--- src/hw/rtl/srb_pkg.sv ---
package srb_pkg;

  // descriptor field widths
  localparam int unsigned SEQ_W  = 32;
  localparam int unsigned LEN_W  = 11;
  localparam int unsigned PREF_W = 8;

  // result kinds
  typedef enum logic [1:0] {
    KIND_BUFFERED  = 2'd0,
    KIND_DUPLICATE = 2'd1,
    KIND_DROPPED   = 2'd2,
    KIND_DELIVERED = 2'd3
  } kind_e;

  // source of the ring read address
  typedef enum logic [1:0] {
    RD_NONE  = 2'd0,
    RD_SCAN  = 2'd1,
    RD_SHIFT = 2'd2,
    RD_HEAD  = 2'd3
  } rd_src_e;

  // one segment descriptor as stored in the ring
  typedef struct packed {
    logic [SEQ_W-1:0]  seq;
    logic [LEN_W-1:0]  len;
    logic [PREF_W-1:0] pref;
  } entry_t;

  // controller to datapath
  typedef struct packed {
    logic    in_load;
    logic    scan_init;
    logic    scan_step;
    rd_src_e rd_src;
    logic    shift_init;
    logic    shift_wr;
    logic    ins_wr;
    logic    pend_load_in;
    kind_e   pend_kind;
    logic    release_head;
    logic    emit;
    logic    emit_last;
  } srb_cmd_t;

  // datapath to controller
  typedef struct packed {
    logic full;
    logic scan_at_tail;
    logic shift_done;
    logic rd_eq_seg;
    logic rd_gt_seg;
    logic chk_ok;
    logic rd_eq_exp;
    logic out_free;
  } srb_status_t;

endpackage

--- src/hw/rtl/srb_ctrl.sv ---
module srb_ctrl (
  input  logic                 clk_i,
  input  logic                 rst_ni,
  input  logic                 in_valid_i,
  output logic                 in_ready_o,
  input  srb_pkg::srb_status_t status_i,
  output srb_pkg::srb_cmd_t    cmd_o
);
  import srb_pkg::*;

  localparam logic [3:0] ST_IDLE      = 4'd0;
  localparam logic [3:0] ST_START     = 4'd1;
  localparam logic [3:0] ST_SCAN_RD   = 4'd2;
  localparam logic [3:0] ST_SCAN_CMP  = 4'd3;
  localparam logic [3:0] ST_SHIFT_RD  = 4'd4;
  localparam logic [3:0] ST_SHIFT_WR  = 4'd5;
  localparam logic [3:0] ST_CHK_RD    = 4'd6;
  localparam logic [3:0] ST_CHK_CMP   = 4'd7;
  localparam logic [3:0] ST_EMIT_MORE = 4'd8;
  localparam logic [3:0] ST_EMIT_LAST = 4'd9;

  logic [3:0] state_q, state_d;

  assign in_ready_o = (state_q == ST_IDLE);

  // next state and commands
  always_comb begin
    state_d = state_q;
    cmd_o = '0;
    cmd_o.rd_src = RD_NONE;
    cmd_o.pend_kind = KIND_BUFFERED;
    case (state_q)
      ST_IDLE: begin
        if (in_valid_i) begin
          cmd_o.in_load = 1'b1;
          state_d = ST_START;
        end
      end
      ST_START: begin
        if (status_i.full) begin
          cmd_o.pend_load_in = 1'b1;
          cmd_o.pend_kind = KIND_DROPPED;
          state_d = ST_CHK_RD;
        end else begin
          cmd_o.scan_init = 1'b1;
          state_d = ST_SCAN_RD;
        end
      end
      ST_SCAN_RD: begin
        if (status_i.scan_at_tail) begin
          cmd_o.shift_init = 1'b1;
          state_d = ST_SHIFT_RD;
        end else begin
          cmd_o.rd_src = RD_SCAN;
          state_d = ST_SCAN_CMP;
        end
      end
      ST_SCAN_CMP: begin
        if (status_i.rd_eq_seg) begin
          cmd_o.pend_load_in = 1'b1;
          cmd_o.pend_kind = KIND_DUPLICATE;
          state_d = ST_CHK_RD;
        end else if (status_i.rd_gt_seg) begin
          cmd_o.shift_init = 1'b1;
          state_d = ST_SHIFT_RD;
        end else begin
          cmd_o.scan_step = 1'b1;
          state_d = ST_SCAN_RD;
        end
      end
      ST_SHIFT_RD: begin
        if (status_i.shift_done) begin
          cmd_o.ins_wr = 1'b1;
          cmd_o.pend_load_in = 1'b1;
          cmd_o.pend_kind = KIND_BUFFERED;
          state_d = ST_CHK_RD;
        end else begin
          cmd_o.rd_src = RD_SHIFT;
          state_d = ST_SHIFT_WR;
        end
      end
      ST_SHIFT_WR: begin
        cmd_o.shift_wr = 1'b1;
        state_d = ST_SHIFT_RD;
      end
      ST_CHK_RD: begin
        if (status_i.chk_ok) begin
          cmd_o.rd_src = RD_HEAD;
          state_d = ST_CHK_CMP;
        end else begin
          state_d = ST_EMIT_LAST;
        end
      end
      ST_CHK_CMP: begin
        state_d = status_i.rd_eq_exp ? ST_EMIT_MORE : ST_EMIT_LAST;
      end
      ST_EMIT_MORE: begin
        if (status_i.out_free) begin
          cmd_o.emit = 1'b1;
          cmd_o.release_head = 1'b1;
          state_d = ST_CHK_RD;
        end
      end
      ST_EMIT_LAST: begin
        if (status_i.out_free) begin
          cmd_o.emit = 1'b1;
          cmd_o.emit_last = 1'b1;
          state_d = ST_IDLE;
        end
      end
      default: begin
        state_d = ST_IDLE;
      end
    endcase
  end

  // state register
  always_ff @(posedge clk_i or negedge rst_ni) begin
    if (!rst_ni) begin
      state_q <= ST_IDLE;
    end else begin
      state_q <= state_d;
    end
  end

endmodule

--- src/hw/rtl/srb_datapath.sv ---
module srb_datapath #(
  parameter int unsigned RING_DEPTH = 32
) (
  input  logic                          clk_i,
  input  logic                          rst_ni,
  input  srb_pkg::srb_cmd_t             cmd_i,
  output srb_pkg::srb_status_t          status_o,
  input  logic                          cfg_we_i,
  input  logic [srb_pkg::SEQ_W-1:0]     cfg_wdata_i,
  input  logic [srb_pkg::SEQ_W-1:0]     seg_seq_i,
  input  logic [srb_pkg::LEN_W-1:0]     seg_length_i,
  input  logic [srb_pkg::PREF_W-1:0]    payload_ref_i,
  output logic                          out_valid_o,
  input  logic                          out_ready_i,
  output logic [1:0]                    kind_o,
  output logic [srb_pkg::SEQ_W-1:0]     seq_o,
  output logic [srb_pkg::LEN_W-1:0]     length_o,
  output logic [srb_pkg::PREF_W-1:0]    ref_out_o,
  output logic                          last_o
);
  import srb_pkg::*;

  localparam int unsigned PW = $clog2(RING_DEPTH);
  localparam int unsigned NW = $clog2(RING_DEPTH + 1);
  localparam logic [PW-1:0] LAST_IDX = PW'(RING_DEPTH - 1);

  function automatic logic [PW-1:0] ring_next(input logic [PW-1:0] p);
    ring_next = (p == LAST_IDX) ? '0 : p + PW'(1);
  endfunction

  function automatic logic [PW-1:0] ring_prev(input logic [PW-1:0] p);
    ring_prev = (p == '0) ? LAST_IDX : p - PW'(1);
  endfunction

  entry_t            mem_q [RING_DEPTH];
  entry_t            rd_q;
  entry_t            in_q;
  entry_t            pend_q;
  kind_e             pend_kind_q;
  logic [PW-1:0]     head_q, tail_q, scan_q, shift_q;
  logic [SEQ_W-1:0]  exp_q;
  logic [NW-1:0]     n_q;
  logic              out_valid_q;
  kind_e             out_kind_q;
  entry_t            out_q;
  logic              out_last_q;

  logic              rd_en, wr_en;
  logic [PW-1:0]     rd_addr, wr_addr;
  entry_t            wr_data;
  logic              out_free;

  // ring read address and write port select
  always_comb begin
    rd_en = 1'b1;
    case (cmd_i.rd_src)
      RD_SCAN:  rd_addr = scan_q;
      RD_SHIFT: rd_addr = ring_prev(shift_q);
      RD_HEAD:  rd_addr = head_q;
      default: begin
        rd_addr = head_q;
        rd_en = 1'b0;
      end
    endcase
    wr_en   = cmd_i.shift_wr | cmd_i.ins_wr;
    wr_addr = cmd_i.shift_wr ? shift_q : scan_q;
    wr_data = cmd_i.shift_wr ? rd_q : in_q;
  end

  // descriptor ring
  always_ff @(posedge clk_i) begin
    if (wr_en) begin
      mem_q[wr_addr] <= wr_data;
    end
    if (rd_en) begin
      rd_q <= mem_q[rd_addr];
    end
  end

  // input, pending result and walk pointers
  always_ff @(posedge clk_i) begin
    if (cmd_i.in_load) begin
      in_q.seq  <= seg_seq_i;
      in_q.len  <= seg_length_i;
      in_q.pref <= payload_ref_i;
    end
    if (cmd_i.pend_load_in) begin
      pend_q      <= in_q;
      pend_kind_q <= cmd_i.pend_kind;
    end else if (cmd_i.release_head) begin
      pend_q      <= rd_q;
      pend_kind_q <= KIND_DELIVERED;
    end
    if (cmd_i.scan_init) begin
      scan_q <= head_q;
    end else if (cmd_i.scan_step) begin
      scan_q <= ring_next(scan_q);
    end
    if (cmd_i.shift_init) begin
      shift_q <= tail_q;
    end else if (cmd_i.shift_wr) begin
      shift_q <= ring_prev(shift_q);
    end
    if (cmd_i.emit) begin
      out_q      <= pend_q;
      out_kind_q <= pend_kind_q;
      out_last_q <= cmd_i.emit_last;
    end
  end

  // ring pointers, expected sequence, result count, output valid
  always_ff @(posedge clk_i or negedge rst_ni) begin
    if (!rst_ni) begin
      head_q      <= '0;
      tail_q      <= '0;
      exp_q       <= '0;
      n_q         <= '0;
      out_valid_q <= 1'b0;
    end else begin
      if (cmd_i.ins_wr) begin
        tail_q <= ring_next(tail_q);
      end
      if (cfg_we_i) begin
        exp_q <= cfg_wdata_i;
      end else if (cmd_i.release_head) begin
        exp_q <= exp_q + SEQ_W'(rd_q.len);
      end
      if (cmd_i.release_head) begin
        head_q <= ring_next(head_q);
      end
      if (cmd_i.in_load) begin
        n_q <= NW'(1);
      end else if (cmd_i.release_head) begin
        n_q <= n_q + NW'(1);
      end
      if (cmd_i.emit) begin
        out_valid_q <= 1'b1;
      end else if (out_ready_i) begin
        out_valid_q <= 1'b0;
      end
    end
  end

  // status back to the controller
  assign out_free = !out_valid_q || out_ready_i;

  always_comb begin
    status_o.full         = (head_q == ring_next(tail_q));
    status_o.scan_at_tail = (scan_q == tail_q);
    status_o.shift_done   = (shift_q == scan_q);
    status_o.rd_eq_seg    = (rd_q.seq == in_q.seq);
    status_o.rd_gt_seg    = (rd_q.seq > in_q.seq);
    status_o.chk_ok       = (head_q != tail_q) && (n_q < NW'(RING_DEPTH));
    status_o.rd_eq_exp    = (rd_q.seq == exp_q);
    status_o.out_free     = out_free;
  end

  assign out_valid_o = out_valid_q;
  assign kind_o      = out_kind_q;
  assign seq_o       = out_q.seq;
  assign length_o    = out_q.len;
  assign ref_out_o   = out_q.pref;
  assign last_o      = out_last_q;

endmodule

--- src/hw/rtl/segment_reorder_buffer_core.sv ---
// Receive reorder buffer: segment descriptors (sequence, length, payload reference) are kept
// in a ring sorted by sequence number, one descriptor per slot, RING_DEPTH - 1 usable slots.
// Each request yields one classification result (buffered, duplicate, or dropped when the
// ring is full) followed by in-order deliveries while the head sequence matches the expected
// sequence, which advances by each delivered length; last_o marks the final result of a
// request. The block takes one request at a time. The ring has one read and one write port,
// so the scan reads and then compares each slot in turn, and the shift for an insertion reads
// each slot and then writes it one place up; output stalls add to the time of a request.
// A start_seq write loads the expected sequence at once.
module segment_reorder_buffer_core #(
  parameter int unsigned RING_DEPTH = 32
) (
  input  logic                       clk_i,
  input  logic                       rst_ni,
  input  logic                       cfg_we_i,
  input  logic [srb_pkg::SEQ_W-1:0]  cfg_wdata_i,
  input  logic                       in_valid_i,
  output logic                       in_ready_o,
  input  logic [srb_pkg::SEQ_W-1:0]  seg_seq_i,
  input  logic [srb_pkg::LEN_W-1:0]  seg_length_i,
  input  logic [srb_pkg::PREF_W-1:0] payload_ref_i,
  output logic                       out_valid_o,
  input  logic                       out_ready_i,
  output logic [1:0]                 kind_o,
  output logic [srb_pkg::SEQ_W-1:0]  seq_o,
  output logic [srb_pkg::LEN_W-1:0]  length_o,
  output logic [srb_pkg::PREF_W-1:0] ref_out_o,
  output logic                       last_o
);
  import srb_pkg::*;

  srb_cmd_t    cmd;
  srb_status_t status;

  // sequencer
  srb_ctrl u_ctrl (
    .clk_i      (clk_i),
    .rst_ni     (rst_ni),
    .in_valid_i (in_valid_i),
    .in_ready_o (in_ready_o),
    .status_i   (status),
    .cmd_o      (cmd)
  );

  // ring, pointers and result register
  srb_datapath #(
    .RING_DEPTH (RING_DEPTH)
  ) u_datapath (
    .clk_i         (clk_i),
    .rst_ni        (rst_ni),
    .cmd_i         (cmd),
    .status_o      (status),
    .cfg_we_i      (cfg_we_i),
    .cfg_wdata_i   (cfg_wdata_i),
    .seg_seq_i     (seg_seq_i),
    .seg_length_i  (seg_length_i),
    .payload_ref_i (payload_ref_i),
    .out_valid_o   (out_valid_o),
    .out_ready_i   (out_ready_i),
    .kind_o        (kind_o),
    .seq_o         (seq_o),
    .length_o      (length_o),
    .ref_out_o     (ref_out_o),
    .last_o        (last_o)
  );

endmodule
--- config.mk ---
export PLATFORM = sky130hd
export DESIGN_NAME = segment_reorder_buffer_core
export DESIGN_NICKNAME = d
export VERILOG_FILES = /design/src/hw/rtl/srb_pkg.sv /design/src/hw/rtl/srb_ctrl.sv /design/src/hw/rtl/srb_datapath.sv /design/src/hw/rtl/segment_reorder_buffer_core.sv
export SDC_FILE = /design/constraint.sdc
export NUM_CORES = 2
export LEC_CHECK = 0
export BUFFER_PORTS_ARGS = -buffer_cell sky130_fd_sc_hd__buf_2
export CAP_MARGIN = 20
export CORE_ASPECT_RATIO = 1.25
export CORE_UTILIZATION = 40
export CTS_CLUSTER_SIZE = 12
export DETAILED_ROUTE_END_ITERATION = 7
export PLACE_DENSITY = 0.68
export SYNTH_ARGS = -nofsm -noshare
export SYNTH_HDL_FRONTEND = slang
export SYNTH_HIERARCHICAL = 1
export SYNTH_SLANG_ARGS = --single-unit
--- constraint.sdc ---
create_clock -name clk_i -period 4.52 [get_ports clk_i]
set_input_delay 0.226 -clock clk_i [delete_from_list [all_inputs] [get_ports clk_i]]
set_output_delay 0.226 -clock clk_i [all_outputs]
set_load 0.005 [all_outputs]
# Yosys cells after proc, flatten, opt, wreduce, memory -nomap -nowiden
# Memory sizes are Yosys's and may differ from the RTL's. A register that Yosys moved wholly into a read port is not among the register bits.
# Index checks and enable logic that the tools add are counted.
# word_totals
register_bits	221
ram_bits	1632
output_inout_bits	56
wordCells	126
n_memories	1
# op_classes
add_sub_neg	6
magnitude_cmp	2
eq_ne	24
muxes	59
bitwise	1
n_reduce_logical	13
# memory_table
name	words	width	rd	rd_clocked_by_memory_dff	wr	line	source
u_datapath.mem_q	32	51	1	1	1	srb_datapath.sv:35	entry_t mem_q [RING_DEPTH];
# op_table
op	count
51-bit 2-to-1 mux	3
32-bit equality test	2
32-bit 2-to-1 mux	2
5-bit 2-to-1 mux	9
4-bit one-hot mux with 10 select lines	1
32-bit by 11-bit adder with 32-bit output	1
32-bit > comparator	1
1-bit 2-to-1 mux	20
4-bit 2-to-1 mux	5
3-bit 2-to-1 mux	6
4-bit by 3-bit equality test with 1-bit output (second input constant)	4
5-bit by 1-bit adder with 5-bit output (second input constant)	3
5-bit equality test	3
5-bit equality test (second input constant)	3
2-bit 2-to-1 mux	6
6-bit 2-to-1 mux	2
2-bit nonzero test	6
5-bit one-hot mux with 2 select lines	1
3-bit one-hot mux with 3 select lines	1
4-bit by 2-bit equality test with 1-bit output (second input constant)	2
4-bit equality test (second input constant)	2
6-bit by 1-bit adder with 6-bit output (second input constant)	1
6-bit < comparator (second input constant)	1
2-bit one-hot mux with 3 select lines	1
16 further kinds	19

# Longest topological paths before layout
# depth
ltp_word	7
mapped_depth	19

# Hierarchy
# The synthesis kept the hierarchy.
# by_module_without_submodules
mod	n_inst	cells_each	area_each_um2	seq_area_each_um2
srb_datapath	1	3502	73759.5	56809.5
srb_ctrl	1	71	568.0	100.1

# Worst setup path after synthesis
# OpenSTA, ideal clock, no wires.
# synth_timing
path_type	register to register
startpoint	reg u_datapath.scan_q[4]
endpoint	mem u_datapath/mem_q[0][0] (netlist bit) (enable)
arrival_time_ps	4064
required_ps	4060
path_slack_ps	-4
stages_incl_launch_ff	11
n_path_buf	1
period_less_slack_ps	4524
path_cell_list	edfxtp_1 > clkbuf_1 > xnor2_1 > nand3_1 > nor3_1 > nand2_1 > nor3_2 > inv_1 > nor2_1 > a22oi_1 > nor2_1
# synth_lines
element	line	source
start, declared	srb_datapath.sv:40	logic [PW-1:0] head_q, tail_q, scan_q, shift_q;
start signal, assigned	srb_datapath.sv:95	scan_q <= head_q;
start signal, assigned	srb_datapath.sv:97	scan_q <= ring_next(scan_q);
end, declared	srb_datapath.sv:35	

==> results_dict.tcl <==
set metrics [dict create \
    p_sw_share_pct 31.5 \
    grt_pass1_wl_mm 281 \
    pin_count 144 \
    crit_path_start_kind "register" \
    root_buffer "clkbuf_16" \
    cp_max_fo 27 \
    synthCells 3573 \
    max_slew_margin_pct 23.4 \
    syn_avg_cell_area_um2 20.8 \
    routed.top_layer "met4" \
    combPwrFrac_pct 37.3 \
    setup_violations 0 \
    leakage_nw 27.9 \
    cts_sinks 1904 \
    fin_crit_ns 4.19 \
    wl_met3_mm 18.3 \
    via_per_inst 5.88 \
    yosysSeqAreaShare_pct 76.6 \
    track_usage_pct 20.9 \
    worstSkewPairLatency_ns 0.83 \
    clock_path_buffers 3 \
    drt.antenna.violating_nets 0 \
    netlist-cell-type-count 68 \
    p_clk_share_pct 24.1 \
    min_period_over_period_pct 92.8 \
    syn_nets 3716 \
    grt-ovfl-total 0 \
    routed_wl_mm 197 \
    num-fill-cells 14800 \
    end_kind "register" \
    antenna_found_initial 5 \
    clock_skew_ns 0.0369 \
    fin_area_um2 87000 \
    drv_cap 0 \
    drtIter0Drc 4729 \
    required_ns 5.18 \
    ir_worst_vdd_mv 0.527 \
    vias 38500 \
    status "finished, final reports clean" \
    holdWs_ns 0.0678 \
    netlist_area_um2 74300 \
    drc 0 \
    cts_tree "yes" \
    hold_path.class "input pin to asynchronous set/reset pin" \
    fin_nets 4207 \
    power_density_nw_per_um2 669 \
    first_pass_iters 6 \
    worst_pin_slew_ns 1.15 \
    fmax_ghz 0.238 \
    dpl.hpwl_mm 106 \
    clk_pin_slew_ns 0.06 \
    grt_setup_unrepaired "no" \
    grt_pass1_vias 39100 \
    wl_met2_mm 96.7 \
    multi_input_area_um2 16700 \
    sequentialPowerShare_pct 38.6 \
    internal_power_w 0.0399 \
    ys_seq_elements 1904 \
    ys.flop_type "edfxtp_1" \
    area_growth_pct 17.1 \
    grt_max_degree 84 \
    die_area_um2 188000 \
    wire_per_inst_um 30.2 \
    core_area_um2 184000 \
    numCtsBuffers 184 \
    critical_path_class "register to register" \
    synth_edf_count 1851 \
    ys_warn_count 6 \
    routabilityCongestion 0.863 \
    chipWidth_um 388 \
    h-tree-depth 4 \
    hold_violations 0 \
    start_util_pct 40.3 \
    placementRows 176 \
    regArea_um2 56900 \
    finalCoreUtilization_pct 47.2 \
    finalMaxSlewViolations 0 \
    netSwitchingPower_w 0.0184 \
    fp.dieH_um 484 \
    placed_area_um2 80600 \
    met1_length_mm 76.3 \
    worstPathArrival_ns 4.86 \
    buffer_ports.inserted 143 \
    drive_gt1_share_pct 28.7 \
    async_flop_share_pct 2.78 \
]
cells in the mapped netlist (all sizes together), types with 7 or more instances:
cell / count / area share (%)
a211oi: 11 / 0.11
a21o: 19 / 0.19
a21oi: 29 / 0.20
a22oi: 202 / 2.0
a31oi: 8 / 0.067
and3: 10 / 0.086
buf: 67 / 0.59
clkbuf: 122 / 0.66
dfrtp: 53 / 1.8
edfxtp: 1851 / 75
ha: 54 / 0.91
inv: 54 / 0.27
mux2: 79 / 1.2
mux2i: 24 / 0.32
mux4: 402 / 12
nand2: 118 / 0.60
nand2b: 19 / 0.17
nand3: 17 / 0.11
nand3b: 7 / 0.071
nand4: 66 / 0.56
nor2: 75 / 0.39
nor3: 15 / 0.11
nor4: 21 / 0.19
o21ai: 95 / 0.64
xnor2: 38 / 0.45
xor2: 50 / 0.59
cell type report:
type / instances / area share [%]
antenna: 7 / 0.0201
clock buffer: 223 / 5.54
clock inverter: 36 / 0.451
inverter: 54 / 0.234
multi-input combinational: 1426 / 19.2
sequential: 1904 / 65.4
tap: 2403 / 3.45
timing repair buffer: 494 / 5.67
worst max-delay path: stages (launching register included):
cell and delay, ns:
dfrtp_1 0.44, xor2_1 0.22, nor4_1 0.10, a21oi_2 0.21, a21oi_1 0.14, nor4b_4 0.32, inv_1 0.11, ha_1 0.38
buf_4 0.21, mux2i_1 0.60, and3_4 0.59, buf_12 0.32, a22oi_1 0.14, nand4_1 0.22
power by group through the flow:
| stage | Clock, W | Sequential (W) | Combinational (W) |
|---|---|---|---|
| after floorplan | 0 | 0.0223 | 0.0145 |
| after global placement | 0 | 0.0228 | 0.0212 |
| after detailed placement | 0 | 0.0228 | 0.0215 |
| after CTS | 0.0142 | 0.0225 | 0.0217 |
| after global routing | 0.0148 | 0.0225 | 0.0231 |
| final | 0.0140 | 0.0225 | 0.0217 |
sequential cells by signal, summed over array words and instances, names as in the netlist, 5 cells and up:
register and cells:
u_datapath/mem_q 1632, u_datapath/in_q 51, u_datapath/pend_q 51, u_datapath/rd_q 51, u_datapath/exp_q 32, u_datapath/seq_o 32, u_datapath/length_o 11, u_datapath/ref_out_o 8
u_datapath/n_q 6, u_datapath/head_q 5, u_datapath/scan_q 5, u_datapath/shift_q 5, u_datapath/tail_q 5
placed cells by master (no fill, tap or decap), types with 66 or more instances in the layout:
| cell | instances |
|---|---|
| clkbuf_16 | 188 |
| nand4_1 | 66 |
| buf_12 | 92 |
| edfxtp_1 | 1851 |
| mux2_2 | 79 |
| a22oi_1 | 202 |
| dlygate4sd3_1 | 86 |
| buf_4 | 152 |
| nand2_1 | 118 |
| buf_2 | 144 |
| mux4_2 | 402 |
metal layers:
metal / GRT usage [%] / vias to the layer above
li1: - / 15800
met1: 27.9 / 20300
met2: 34.5 / 2078
met3: 3.96 / 332
met4: 6.99 / 0
met5: 0 / -
worst paths after layout:
check	from	to	slack, ns	depth (start not counted)
min	rst_ni	u_datapath/n_q[3]	0.07	3
max	u_datapath/head_q[4]	u_datapath/rd_q[35]	0.33	13
max reg2reg	u_datapath/head_q[4]	u_datapath/rd_q[35]	0.33	13
min in group clk_i	seg_seq_i[2]	u_datapath/in_q[21]	0.10	2
max in group asynchronous	rst_ni	u_datapath/exp_q[2]	3.91	3
min reg2reg	u_datapath/pend_q[18]	u_datapath/length_o[10]	0.41	0
per-stage QoR:
step	total power (W)	TNS, ns	worst slack, ns	cells
floorplan	0.0368	-2.24	-0.00393	3573
global placement	0.0440	-0.234	-0.118	6167
detailed placement	0.0443	-0.996	-0.139	6172
CTS	0.0583	0	0.0193	6517
global route	0.0605	0	0.00486	6543
finish	0.0582	0	0.325	6547
cells by family (layout without fill, tap and decap cells):
kind of cell | count (synthesis) | in the layout | share of synthesized area (%)
compound gates | 398 | 398 | 3.62
xor+xnor | 88 | 88 | 1.04
fa+ha+maj | 55 | 55 | 0.936
buf+inv | 243 | 807 | 1.52
flops | 1904 | 1904 | 76.6
mux | 505 | 505 | 13.7
other cells | 0 | 7 | 0
simple gates | 380 | 380 | 2.62
repair_timing:
item / 4_1_cts / 5_1_grt
buffers inserted: 0 / 7
pin swaps: 0 / 2
resized for setup: 1 / 3
setup endpoints to repair: 34 / 49
hold buffers: 86 / 0
hold endpoints to repair: 142 / 0
No activity file was read; power rests on OpenSTA's default activity.
